$ cat src/lqrbc_pkg.sv
// Shared constants and types for the balance controller.
// Field widths, register indexes and the integral limit; no dependencies.
package lqrbc_pkg;

    // Payload and configuration widths
    localparam int DATA_W     = 32;
    localparam int PERIOD_W   = 17;
    localparam int LEVEL_W    = 8;
    localparam int DRIVE_W    = 9;
    localparam int CFG_IDX_W  = 3;
    localparam int CFG_DATA_W = 32;

    // Integral saturation in whole units and the bits it needs above the fraction
    localparam int INT_LIMIT  = 500;
    localparam int INT_HEAD_W = 10;

    // Reset value of the sample period register
    localparam logic [PERIOD_W-1:0] PERIOD_RESET = PERIOD_W'(66);

    typedef logic [CFG_IDX_W-1:0] cfg_index_t;

    // Configuration register indexes
    localparam cfg_index_t REG_GAIN_ANGLE      = 3'd0;
    localparam cfg_index_t REG_GAIN_ANGLE_RATE = 3'd1;
    localparam cfg_index_t REG_GAIN_POSITION   = 3'd2;
    localparam cfg_index_t REG_GAIN_VELOCITY   = 3'd3;
    localparam cfg_index_t REG_GAIN_INTEGRAL   = 3'd4;
    localparam cfg_index_t REG_SAMPLE_PERIOD   = 3'd5;
    localparam cfg_index_t REG_MIN_DRIVE       = 3'd6;
    localparam cfg_index_t REG_MAX_DRIVE       = 3'd7;

endpackage

$ cat src/lqr_balance_controller.sv
// Balance controller: state feedback with integral action, one shared multiplier.
// A sample runs through 8 sequencer steps between input transfer and result valid.
// Samples do not overlap; the single multiplier runs six products per sample.
// in_stall is high while a sample is in work, and the last step holds while a
// previous result still waits in the output register.
// Reset clears the integral, the sequencer and the output valid; config regs take defaults.
module lqr_balance_controller #(
    parameter int FRAC_BITS = 16
) (
    input  logic                                  clk,
    input  logic                                  rst_n,
    // Configuration write channel
    input  logic                                  cfg_valid,
    output logic                                  cfg_ready,
    input  logic [lqrbc_pkg::CFG_IDX_W-1:0]       cfg_index,
    input  logic [lqrbc_pkg::CFG_DATA_W-1:0]      cfg_data,
    // Sample channel
    input  logic                                  in_valid,
    output logic                                  in_stall,
    input  logic signed [lqrbc_pkg::DATA_W-1:0]   angle,
    input  logic signed [lqrbc_pkg::DATA_W-1:0]   angle_rate,
    input  logic signed [lqrbc_pkg::DATA_W-1:0]   position,
    input  logic signed [lqrbc_pkg::DATA_W-1:0]   velocity,
    input  logic                                  clear_integral,
    // Result channel
    output logic                                  out_valid,
    input  logic                                  out_stall,
    output logic signed [lqrbc_pkg::DRIVE_W-1:0]  drive,
    output logic                                  clamped
);

    localparam int DATA_W  = lqrbc_pkg::DATA_W;
    localparam int INT_W   = FRAC_BITS + lqrbc_pkg::INT_HEAD_W;
    localparam int MB_W    = ((INT_W > DATA_W + 1) ? INT_W : DATA_W + 1) + 1;
    localparam int FULL_W  = DATA_W + MB_W;
    localparam int P_W     = FULL_W - FRAC_BITS;
    localparam int ACC_W   = P_W + 4;

    localparam logic signed [ACC_W-1:0] ONE  = ACC_W'(1) << FRAC_BITS;
    localparam logic signed [ACC_W-1:0] ILIM = ACC_W'(lqrbc_pkg::INT_LIMIT) << FRAC_BITS;

    // Sequencer state codes
    localparam logic ST_IDLE = 1'b0;
    localparam logic ST_RUN  = 1'b1;

    // Sequencer steps
    localparam logic [2:0] STEP_PERIOD    = 3'd0;
    localparam logic [2:0] STEP_INTEGRATE = 3'd1;
    localparam logic [2:0] STEP_RATE      = 3'd2;
    localparam logic [2:0] STEP_POSITION  = 3'd3;
    localparam logic [2:0] STEP_DEADZONE  = 3'd4;
    localparam logic [2:0] STEP_INTEGRAL  = 3'd5;
    localparam logic [2:0] STEP_CART_SUM  = 3'd6;
    localparam logic [2:0] STEP_FINISH    = 3'd7;

    // Configuration registers
    logic signed [DATA_W-1:0] gain_angle_reg, gain_angle_next;
    logic signed [DATA_W-1:0] gain_angle_rate_reg, gain_angle_rate_next;
    logic signed [DATA_W-1:0] gain_position_reg, gain_position_next;
    logic signed [DATA_W-1:0] gain_velocity_reg, gain_velocity_next;
    logic signed [DATA_W-1:0] gain_integral_reg, gain_integral_next;
    logic [lqrbc_pkg::PERIOD_W-1:0] sample_period_reg, sample_period_next;
    logic [lqrbc_pkg::LEVEL_W-1:0]  min_drive_reg, min_drive_next;
    logic [lqrbc_pkg::LEVEL_W-1:0]  max_drive_reg, max_drive_next;

    // Sequencer and state
    logic       state_reg, state_next;
    logic [2:0] step_reg, step_next;
    logic signed [INT_W-1:0] integral_reg, integral_next;

    // Sample holding registers
    logic signed [DATA_W-1:0] angle_reg, angle_next;
    logic signed [DATA_W-1:0] angle_rate_reg, angle_rate_next;
    logic signed [DATA_W-1:0] position_reg, position_next;
    logic signed [DATA_W-1:0] velocity_reg, velocity_next;

    // Datapath registers
    logic signed [P_W-1:0]   prod_reg, prod_next;
    logic signed [ACC_W-1:0] acc_reg, acc_next;
    logic signed [ACC_W-1:0] ua_reg, ua_next;

    // Output register
    logic                                 out_valid_reg, out_valid_next;
    logic signed [lqrbc_pkg::DRIVE_W-1:0] drive_reg, drive_next;
    logic                                 clamped_reg, clamped_next;

    // Datapath intermediates
    logic                    in_xfer;
    logic                    out_free;
    logic signed [DATA_W-1:0] mul_a;
    logic signed [MB_W-1:0]   mul_b;
    logic signed [FULL_W-1:0] mul_full;
    logic signed [ACC_W-1:0]  prod_ext;
    logic signed [ACC_W-1:0]  int_sum;
    logic signed [ACC_W-1:0]  ua_raw;
    logic signed [ACC_W-1:0]  min_scaled;
    logic signed [ACC_W-1:0]  lim_pos;
    logic signed [ACC_W-1:0]  total;
    logic signed [ACC_W-1:0]  total_sat;
    logic signed [ACC_W-1:0]  quot;
    logic                    over_lim;

    assign cfg_ready = 1'b1;
    assign in_stall  = (state_reg != ST_IDLE);
    assign in_xfer   = in_valid && !in_stall;
    assign out_free  = !out_valid_reg || !out_stall;

    assign out_valid = out_valid_reg;
    assign drive     = drive_reg;
    assign clamped   = clamped_reg;

    // Configuration register writes
    always_comb
    begin
        gain_angle_next      = gain_angle_reg;
        gain_angle_rate_next = gain_angle_rate_reg;
        gain_position_next   = gain_position_reg;
        gain_velocity_next   = gain_velocity_reg;
        gain_integral_next   = gain_integral_reg;
        sample_period_next   = sample_period_reg;
        min_drive_next       = min_drive_reg;
        max_drive_next       = max_drive_reg;
        if (cfg_valid && cfg_ready)
        begin
            unique case (cfg_index)
                lqrbc_pkg::REG_GAIN_ANGLE:      gain_angle_next      = cfg_data;
                lqrbc_pkg::REG_GAIN_ANGLE_RATE: gain_angle_rate_next = cfg_data;
                lqrbc_pkg::REG_GAIN_POSITION:   gain_position_next   = cfg_data;
                lqrbc_pkg::REG_GAIN_VELOCITY:   gain_velocity_next   = cfg_data;
                lqrbc_pkg::REG_GAIN_INTEGRAL:   gain_integral_next   = cfg_data;
                lqrbc_pkg::REG_SAMPLE_PERIOD:
                    sample_period_next = cfg_data[lqrbc_pkg::PERIOD_W-1:0];
                lqrbc_pkg::REG_MIN_DRIVE:
                    min_drive_next = cfg_data[lqrbc_pkg::LEVEL_W-1:0];
                lqrbc_pkg::REG_MAX_DRIVE:
                    max_drive_next = cfg_data[lqrbc_pkg::LEVEL_W-1:0];
            endcase
        end
    end

    // Select multiplier operands for the current step
    always_comb
    begin
        unique case (step_reg)
            STEP_PERIOD:
            begin
                mul_a = position_reg;
                mul_b = MB_W'(sample_period_reg);
            end
            STEP_INTEGRATE:
            begin
                mul_a = gain_angle_reg;
                mul_b = MB_W'(angle_reg);
            end
            STEP_RATE:
            begin
                mul_a = gain_angle_rate_reg;
                mul_b = MB_W'(angle_rate_reg);
            end
            STEP_POSITION:
            begin
                mul_a = gain_position_reg;
                mul_b = MB_W'(position_reg);
            end
            STEP_DEADZONE:
            begin
                mul_a = gain_velocity_reg;
                mul_b = MB_W'(velocity_reg);
            end
            STEP_INTEGRAL:
            begin
                mul_a = gain_integral_reg;
                mul_b = MB_W'(integral_reg);
            end
            STEP_CART_SUM, STEP_FINISH:
            begin
                mul_a = '0;
                mul_b = '0;
            end
        endcase
    end

    // Shared multiplier, floored back to the fixed-point scale
    assign mul_full  = mul_a * mul_b;
    assign prod_next = P_W'(mul_full >>> FRAC_BITS);
    assign prod_ext  = ACC_W'(prod_reg);

    // Integral update with saturation
    assign int_sum = ACC_W'(integral_reg) + prod_ext;

    // Angle term dead zone and feed-forward
    assign ua_raw     = -acc_reg;
    assign min_scaled = ACC_W'({min_drive_reg, {FRAC_BITS{1'b0}}});

    // Final sum, clamp and truncation toward zero
    assign lim_pos  = ACC_W'({max_drive_reg, {FRAC_BITS{1'b0}}});
    assign total    = ua_reg - acc_reg;
    assign over_lim = (total > lim_pos) || (total < -lim_pos);

    always_comb
    begin
        priority if (total > lim_pos)
            total_sat = lim_pos;
        else if (total < -lim_pos)
            total_sat = -lim_pos;
        else
            total_sat = total;
    end

    always_comb
    begin
        quot = total_sat >>> FRAC_BITS;
        if (total_sat[ACC_W-1] && (total_sat[FRAC_BITS-1:0] != '0))
            quot = quot + ACC_W'(1);
    end

    // Sequencer and datapath next state
    always_comb
    begin
        state_next      = state_reg;
        step_next       = step_reg;
        integral_next   = integral_reg;
        acc_next        = acc_reg;
        ua_next         = ua_reg;
        angle_next      = angle_reg;
        angle_rate_next = angle_rate_reg;
        position_next   = position_reg;
        velocity_next   = velocity_reg;
        out_valid_next  = out_valid_reg && out_stall;
        drive_next      = drive_reg;
        clamped_next    = clamped_reg;

        if (in_xfer)
        begin
            // Capture the sample and start the sequence
            angle_next      = angle;
            angle_rate_next = angle_rate;
            position_next   = position;
            velocity_next   = velocity;
            if (clear_integral)
                integral_next = '0;
            state_next = ST_RUN;
            step_next  = STEP_PERIOD;
        end
        else if (state_reg == ST_RUN)
        begin
            step_next = step_reg + 3'd1;
            unique case (step_reg)
                STEP_PERIOD:
                begin
                end
                STEP_INTEGRATE:
                begin
                    priority if (int_sum > ILIM)
                        integral_next = INT_W'(ILIM);
                    else if (int_sum < -ILIM)
                        integral_next = INT_W'(-ILIM);
                    else
                        integral_next = INT_W'(int_sum);
                end
                STEP_RATE:
                    acc_next = prod_ext;
                STEP_POSITION:
                    acc_next = acc_reg + prod_ext;
                STEP_DEADZONE:
                begin
                    priority if (ua_raw > ONE)
                        ua_next = ua_raw + min_scaled;
                    else if (ua_raw < -ONE)
                        ua_next = ua_raw - min_scaled;
                    else
                        ua_next = '0;
                    acc_next = prod_ext;
                end
                STEP_INTEGRAL, STEP_CART_SUM:
                    acc_next = acc_reg + prod_ext;
                STEP_FINISH:
                begin
                    // Hold until the output register is free
                    if (out_free)
                    begin
                        out_valid_next = 1'b1;
                        drive_next     = lqrbc_pkg::DRIVE_W'(quot);
                        clamped_next   = over_lim;
                        state_next     = ST_IDLE;
                        step_next      = STEP_PERIOD;
                    end
                    else
                    begin
                        step_next = step_reg;
                    end
                end
            endcase
        end
    end

    // Control state and configuration registers
    always_ff @(posedge clk or negedge rst_n)
    begin
        if (!rst_n)
        begin
            state_reg           <= ST_IDLE;
            step_reg            <= STEP_PERIOD;
            integral_reg        <= '0;
            out_valid_reg       <= 1'b0;
            gain_angle_reg      <= '0;
            gain_angle_rate_reg <= '0;
            gain_position_reg   <= '0;
            gain_velocity_reg   <= '0;
            gain_integral_reg   <= '0;
            sample_period_reg   <= lqrbc_pkg::PERIOD_RESET;
            min_drive_reg       <= '0;
            max_drive_reg       <= '0;
        end
        else
        begin
            state_reg           <= state_next;
            step_reg            <= step_next;
            integral_reg        <= integral_next;
            out_valid_reg       <= out_valid_next;
            gain_angle_reg      <= gain_angle_next;
            gain_angle_rate_reg <= gain_angle_rate_next;
            gain_position_reg   <= gain_position_next;
            gain_velocity_reg   <= gain_velocity_next;
            gain_integral_reg   <= gain_integral_next;
            sample_period_reg   <= sample_period_next;
            min_drive_reg       <= min_drive_next;
            max_drive_reg       <= max_drive_next;
        end
    end

    // Payload registers
    always_ff @(posedge clk)
    begin
        angle_reg      <= angle_next;
        angle_rate_reg <= angle_rate_next;
        position_reg   <= position_next;
        velocity_reg   <= velocity_next;
        prod_reg       <= prod_next;
        acc_reg        <= acc_next;
        ua_reg         <= ua_next;
        drive_reg      <= drive_next;
        clamped_reg    <= clamped_next;
    end

    // A transfer starts the sequence, so the next cycle is busy
    assert property (@(posedge clk) disable iff (!rst_n)
        in_valid && !in_stall |=> in_stall)
        else $error("sequencer did not go busy after an input transfer");

    // The stored integral never leaves its saturation band
    assert property (@(posedge clk) disable iff (!rst_n)
        (ACC_W'(integral_reg) <= ILIM) && (ACC_W'(integral_reg) >= -ILIM))
        else $error("position integral outside its limit");

    // A clamped result sits exactly at one of the limits
    assert property (@(posedge clk) disable iff (!rst_n)
        out_valid && clamped |->
            (drive == $signed({1'b0, max_drive_reg})) ||
            (drive == -$signed({1'b0, max_drive_reg})))
        else $error("clamped result not at the drive limit");

    // A new result is written only when the output register is free
    assert property (@(posedge clk) disable iff (!rst_n)
        out_valid && out_stall |=> out_valid && $stable(drive))
        else $error("pending result overwritten");

endmodule

$ cat config.mk
export PLATFORM = sky130hd
export DESIGN_NAME = lqr_balance_controller
export DESIGN_NICKNAME = d
export VERILOG_FILES = /design/src/lqrbc_pkg.sv /design/src/lqr_balance_controller.sv
export SDC_FILE = /design/constraint.sdc
export NUM_CORES = 2
export LEC_CHECK = 0
export ABC_CLOCK_PERIOD_IN_PS = 12800
export CAP_MARGIN = 20
export CORE_UTILIZATION = 55
export DETAILED_ROUTE_END_ITERATION = 12
export DONT_BUFFER_PORTS = 1
export HOLD_SLACK_MARGIN = 0.12
export PLACE_DENSITY = 0.7
export SLEW_MARGIN = 40
export SYNTH_ARGS = -nofsm -noshare
export SYNTH_HDL_FRONTEND = slang
export SYNTH_SLANG_ARGS = --single-unit
$ cat constraint.sdc
create_clock -name clk -period 12.8 [get_ports clk]
set_input_delay 1.28 -clock clk [delete_from_list [all_inputs] [get_ports clk]]
set_output_delay 1.28 -clock clk [all_outputs]
set_load 0.01 [all_outputs]
==> flow_metrics.env <==
export IMPL_syn_num_nets=9209
export IMPL_synth_edf_count=246
export IMPL_status="finished clean"
export IMPL_rr_worst_depth=32
export IMPL_place_area_um2=72100
export IMPL_netlist_area_leader_share_pct=31.5
export IMPL_clkLatencyLatePin_ns=0.74
export IMPL_drtPass1Iterations=9
export IMPL_design_core_area_um2=126000
export IMPL_nets=9083
export IMPL_num_vias=56300
export IMPL_area_delta_synth_final_pct=6.08
export IMPL_grt_pass1_vias=57900
export IMPL_cts_tree="done"
export IMPL_drive_above_1_share_pct=7.43
export IMPL_worstSetupPathType="flip-flop to flip-flop"
export IMPL_die_y_um=359
export IMPL_seq_area_um2=14000
export IMPL_cp_end_kind="flip-flop"
export IMPL_antenna_found_initial=10
export IMPL_startpoint_type="flip-flop"
export IMPL_numClockSinks=520
export IMPL_r2r_setup_slack_ns=0.67
export IMPL_grt_pass1_wl_mm=354
export IMPL_wl_per_cell_um=25.7
export IMPL_cts_buffers=60
export IMPL_dp_cells=8991
export IMPL_num_rows=130
export IMPL_totalWireLength_mm=234
export IMPL_clk_pin_slew_ns=0.06
export IMPL_place_congestion=1.02
export IMPL_r2r_start="step_reg[2]$_DFFE_PN0P_"
export IMPL_max_slew_margin_pct=39.4
export IMPL_multi_input_area_um2=50500
export IMPL_maxCapViolCount=0
export IMPL_rsz0062_at_grt="false"
export IMPL_cts_buffer_depth=3
export IMPL_fp_dieW_um=359
export IMPL_r2r_end="prod_reg[49]$_DFF_P_"
export IMPL_drt_initial_drc_count=5510
export IMPL_netlist_area_um2=69900
export IMPL_cpMostUsedCell="fa_1"
export IMPL_cts_root_buf="clkbuf_16"
export IMPL_drc=0
export IMPL_start_util_pct=55.5
export IMPL_setup_viol_count_final=0
export IMPL_synth_most_common_cell="inv_1"
export IMPL_grt_max_degree=225
export IMPL_design_area_um2=74200
export IMPL_synth_avg_cell_area_um2=9.28
export IMPL_layout_min_cycle_time_ns=12.13
export IMPL_min_period_over_period_pct=94.7
export IMPL_die_area_um2=129000
export IMPL_worst_path_max_fanout=22
export IMPL_ys_ff_latch=520
export IMPL_overflow=0
export IMPL_synthTopCellsByArea="fa_1 (31%), edfxtp_1 (11%), dfrtp_1 (7.9%), ha_1 (7.3%), inv_1 (6.3%)"
export IMPL_post_cts_resized=0
export IMPL_worstMarginPinSlew_ns=0.908
export IMPL_hold_class="input pin to async pin"
export IMPL_yosysSeqAreaShare_pct=20.0
export IMPL_top_layer="met5"
export IMPL_slowest_stage="o21ai_2"
export IMPL_fin_skew_ns=0.0730
export IMPL_ant_nets=0
export IMPL_cp_slowest_stage_delay_ns=0.72
export IMPL_slew_violations=0
export IMPL_fillers=11000
export IMPL_viasPerCell=6.18
export IMPL_arrival_ns=12.76
export IMPL_globalRouteTotalUtil_pct=37.1
export IMPL_synth_cells=7530
export IMPL_dr_wl_met2_mm=104
export IMPL_dp_hpwl_mm=189
export IMPL_numPortBuffers=0
export IMPL_synth_commonest_cells="inv_1 (1172), fa_1 (1100), nand2_1 (853), nor2_1 (821), ha_1 (410)"
export IMPL_cts_setup_buffers=0
export IMPL_max_freq_mhz=82.5
export IMPL_async_flop_share_pct=43.1
export IMPL_met1Wirelength_mm=87.7
export IMPL_hold_viol=0
export IMPL_yosysUniqueCellTypes=94
export IMPL_synth_top_area_cell="fa_1"
export IMPL_ios=182
export IMPL_ys_flop_type="edfxtp_1"
export IMPL_fin_cells=9111
export IMPL_setup_tns_ns=0
export IMPL_critPathRequiredTime_ns=13.43
export IMPL_ys_warn_count=0
export IMPL_cts_hold_buf=0
export IMPL_htreeDepth=2
export IMPL_wl_met3_mm=27.5
==> kinds of logic (layout without fill, tap and decap cells) <==
kind of cell	count (synthesis)	count (layout)	share of synthesized area, %
AO/OA/AOI/OAI	1228	1228	11.9
XOR/XNOR	232	232	2.91
adder cells (fa/ha/maj)	1510	1510	38.8
buffers and inverters	1504	1430	8.12
flip-flops	520	520	20.0
multiplexers	211	211	3.38
other	1	6	0.00536
AND/OR/NAND/NOR	2324	2324	14.8
==> cell type report <==
cell class | instances | area share [%]
antenna | 5 | 0.0169
clock buffer | 87 | 2.40
clock inverter | 27 | 0.354
inverter | 1172 | 5.93
multi-input combinational | 5506 | 68.2
sequential | 520 | 18.9
tap | 1650 | 2.78
timing repair buffer | 144 | 1.49
==> layout by cell type, fill, tap and decap left out, drive strengths merged, types with 28 or more instances in the layout <==
| cell | Yosys | final |
|---|---|---|
| a211oi | 34 | 34 |
| a21o | 162 | 162 |
| a21oi | 318 | 318 |
| a221o | 28 | 28 |
| a221oi | 33 | 33 |
| a22oi | 69 | 69 |
| and2 | 57 | 57 |
| and3 | 43 | 43 |
| buf | 29 | 143 |
| clkbuf | 303 | 88 |
| dfrtp | 222 | 222 |
| dfxtp | 50 | 50 |
| edfxtp | 246 | 246 |
| fa | 1100 | 1100 |
| ha | 410 | 410 |
| inv | 1172 | 1178 |
| mux2 | 200 | 200 |
| nand2 | 853 | 853 |
| nand2b | 44 | 44 |
| nand3 | 74 | 74 |
| nand4 | 72 | 72 |
| nor2 | 822 | 822 |
| nor2b | 42 | 42 |
| nor3 | 112 | 112 |
| nor3b | 28 | 28 |
| nor4 | 43 | 43 |
| o211ai | 29 | 29 |
| o21a | 57 | 57 |
| o21ai | 203 | 203 |
| o21bai | 30 | 30 |
| or3 | 34 | 34 |
| xnor2 | 161 | 161 |
| xor2 | 71 | 71 |
==> critical path, delay by kind of cell (launching register included) <==
family,cells,cell delay (ns)
adder cells (fa/ha/maj),10,4.78
AO/OA/AOI/OAI,8,3.60
AND/OR/NAND/NOR,7,2.02
buffers and inverters,6,0.88
flip-flops,1,0.60
XOR/XNOR,1,0.14
==> through the flow <==
stage	util, %	worst slack (ns)	hold slack [ns]
finish	58.9	0.672	0.255
global route	58.9	0.125	0.244
CTS	58.9	0.615	0.235
detailed placement	57.2	0.632	0.493
global placement	57.1	0.664	0.486
floorplan	-	2.29	0.473
==> routing by layer <==
| metal | global-route usage [%] | up-vias |
|---|---|---|
| li1 | - | 24500 |
| met1 | 45.9 | 28100 |
| met2 | 57.9 | 3019 |
| met3 | 11.8 | 700 |
| met4 | 19.9 | 6 |
| met5 | 0 | - |
==> worst max-delay path by stage <==
stage / start / to / cells after the start
6_report: step_reg[2]$_DFFE_PN0P_ / prod_reg[49]$_DFF_P_ / 32
5_1_grt: step_reg[1]$_DFFE_PN0P_ / prod_reg[49]$_DFF_P_ / 34
4_1_cts: step_reg[2]$_DFFE_PN0P_ / prod_reg[49]$_DFF_P_ / 35
3_5_place_dp: step_reg[2]$_DFFE_PN0P_ / prod_reg[49]$_DFF_P_ / 35
3_3_place_gp: step_reg[2]$_DFFE_PN0P_ / prod_reg[49]$_DFF_P_ / 35
2_1_floorplan: step_reg[2]$_DFFE_PN0P_ / prod_reg[43]$_DFF_P_ / 36
Power is not shown: default switching activity piles up to over one toggle a cycle in this logic, so the estimate is an artifact.
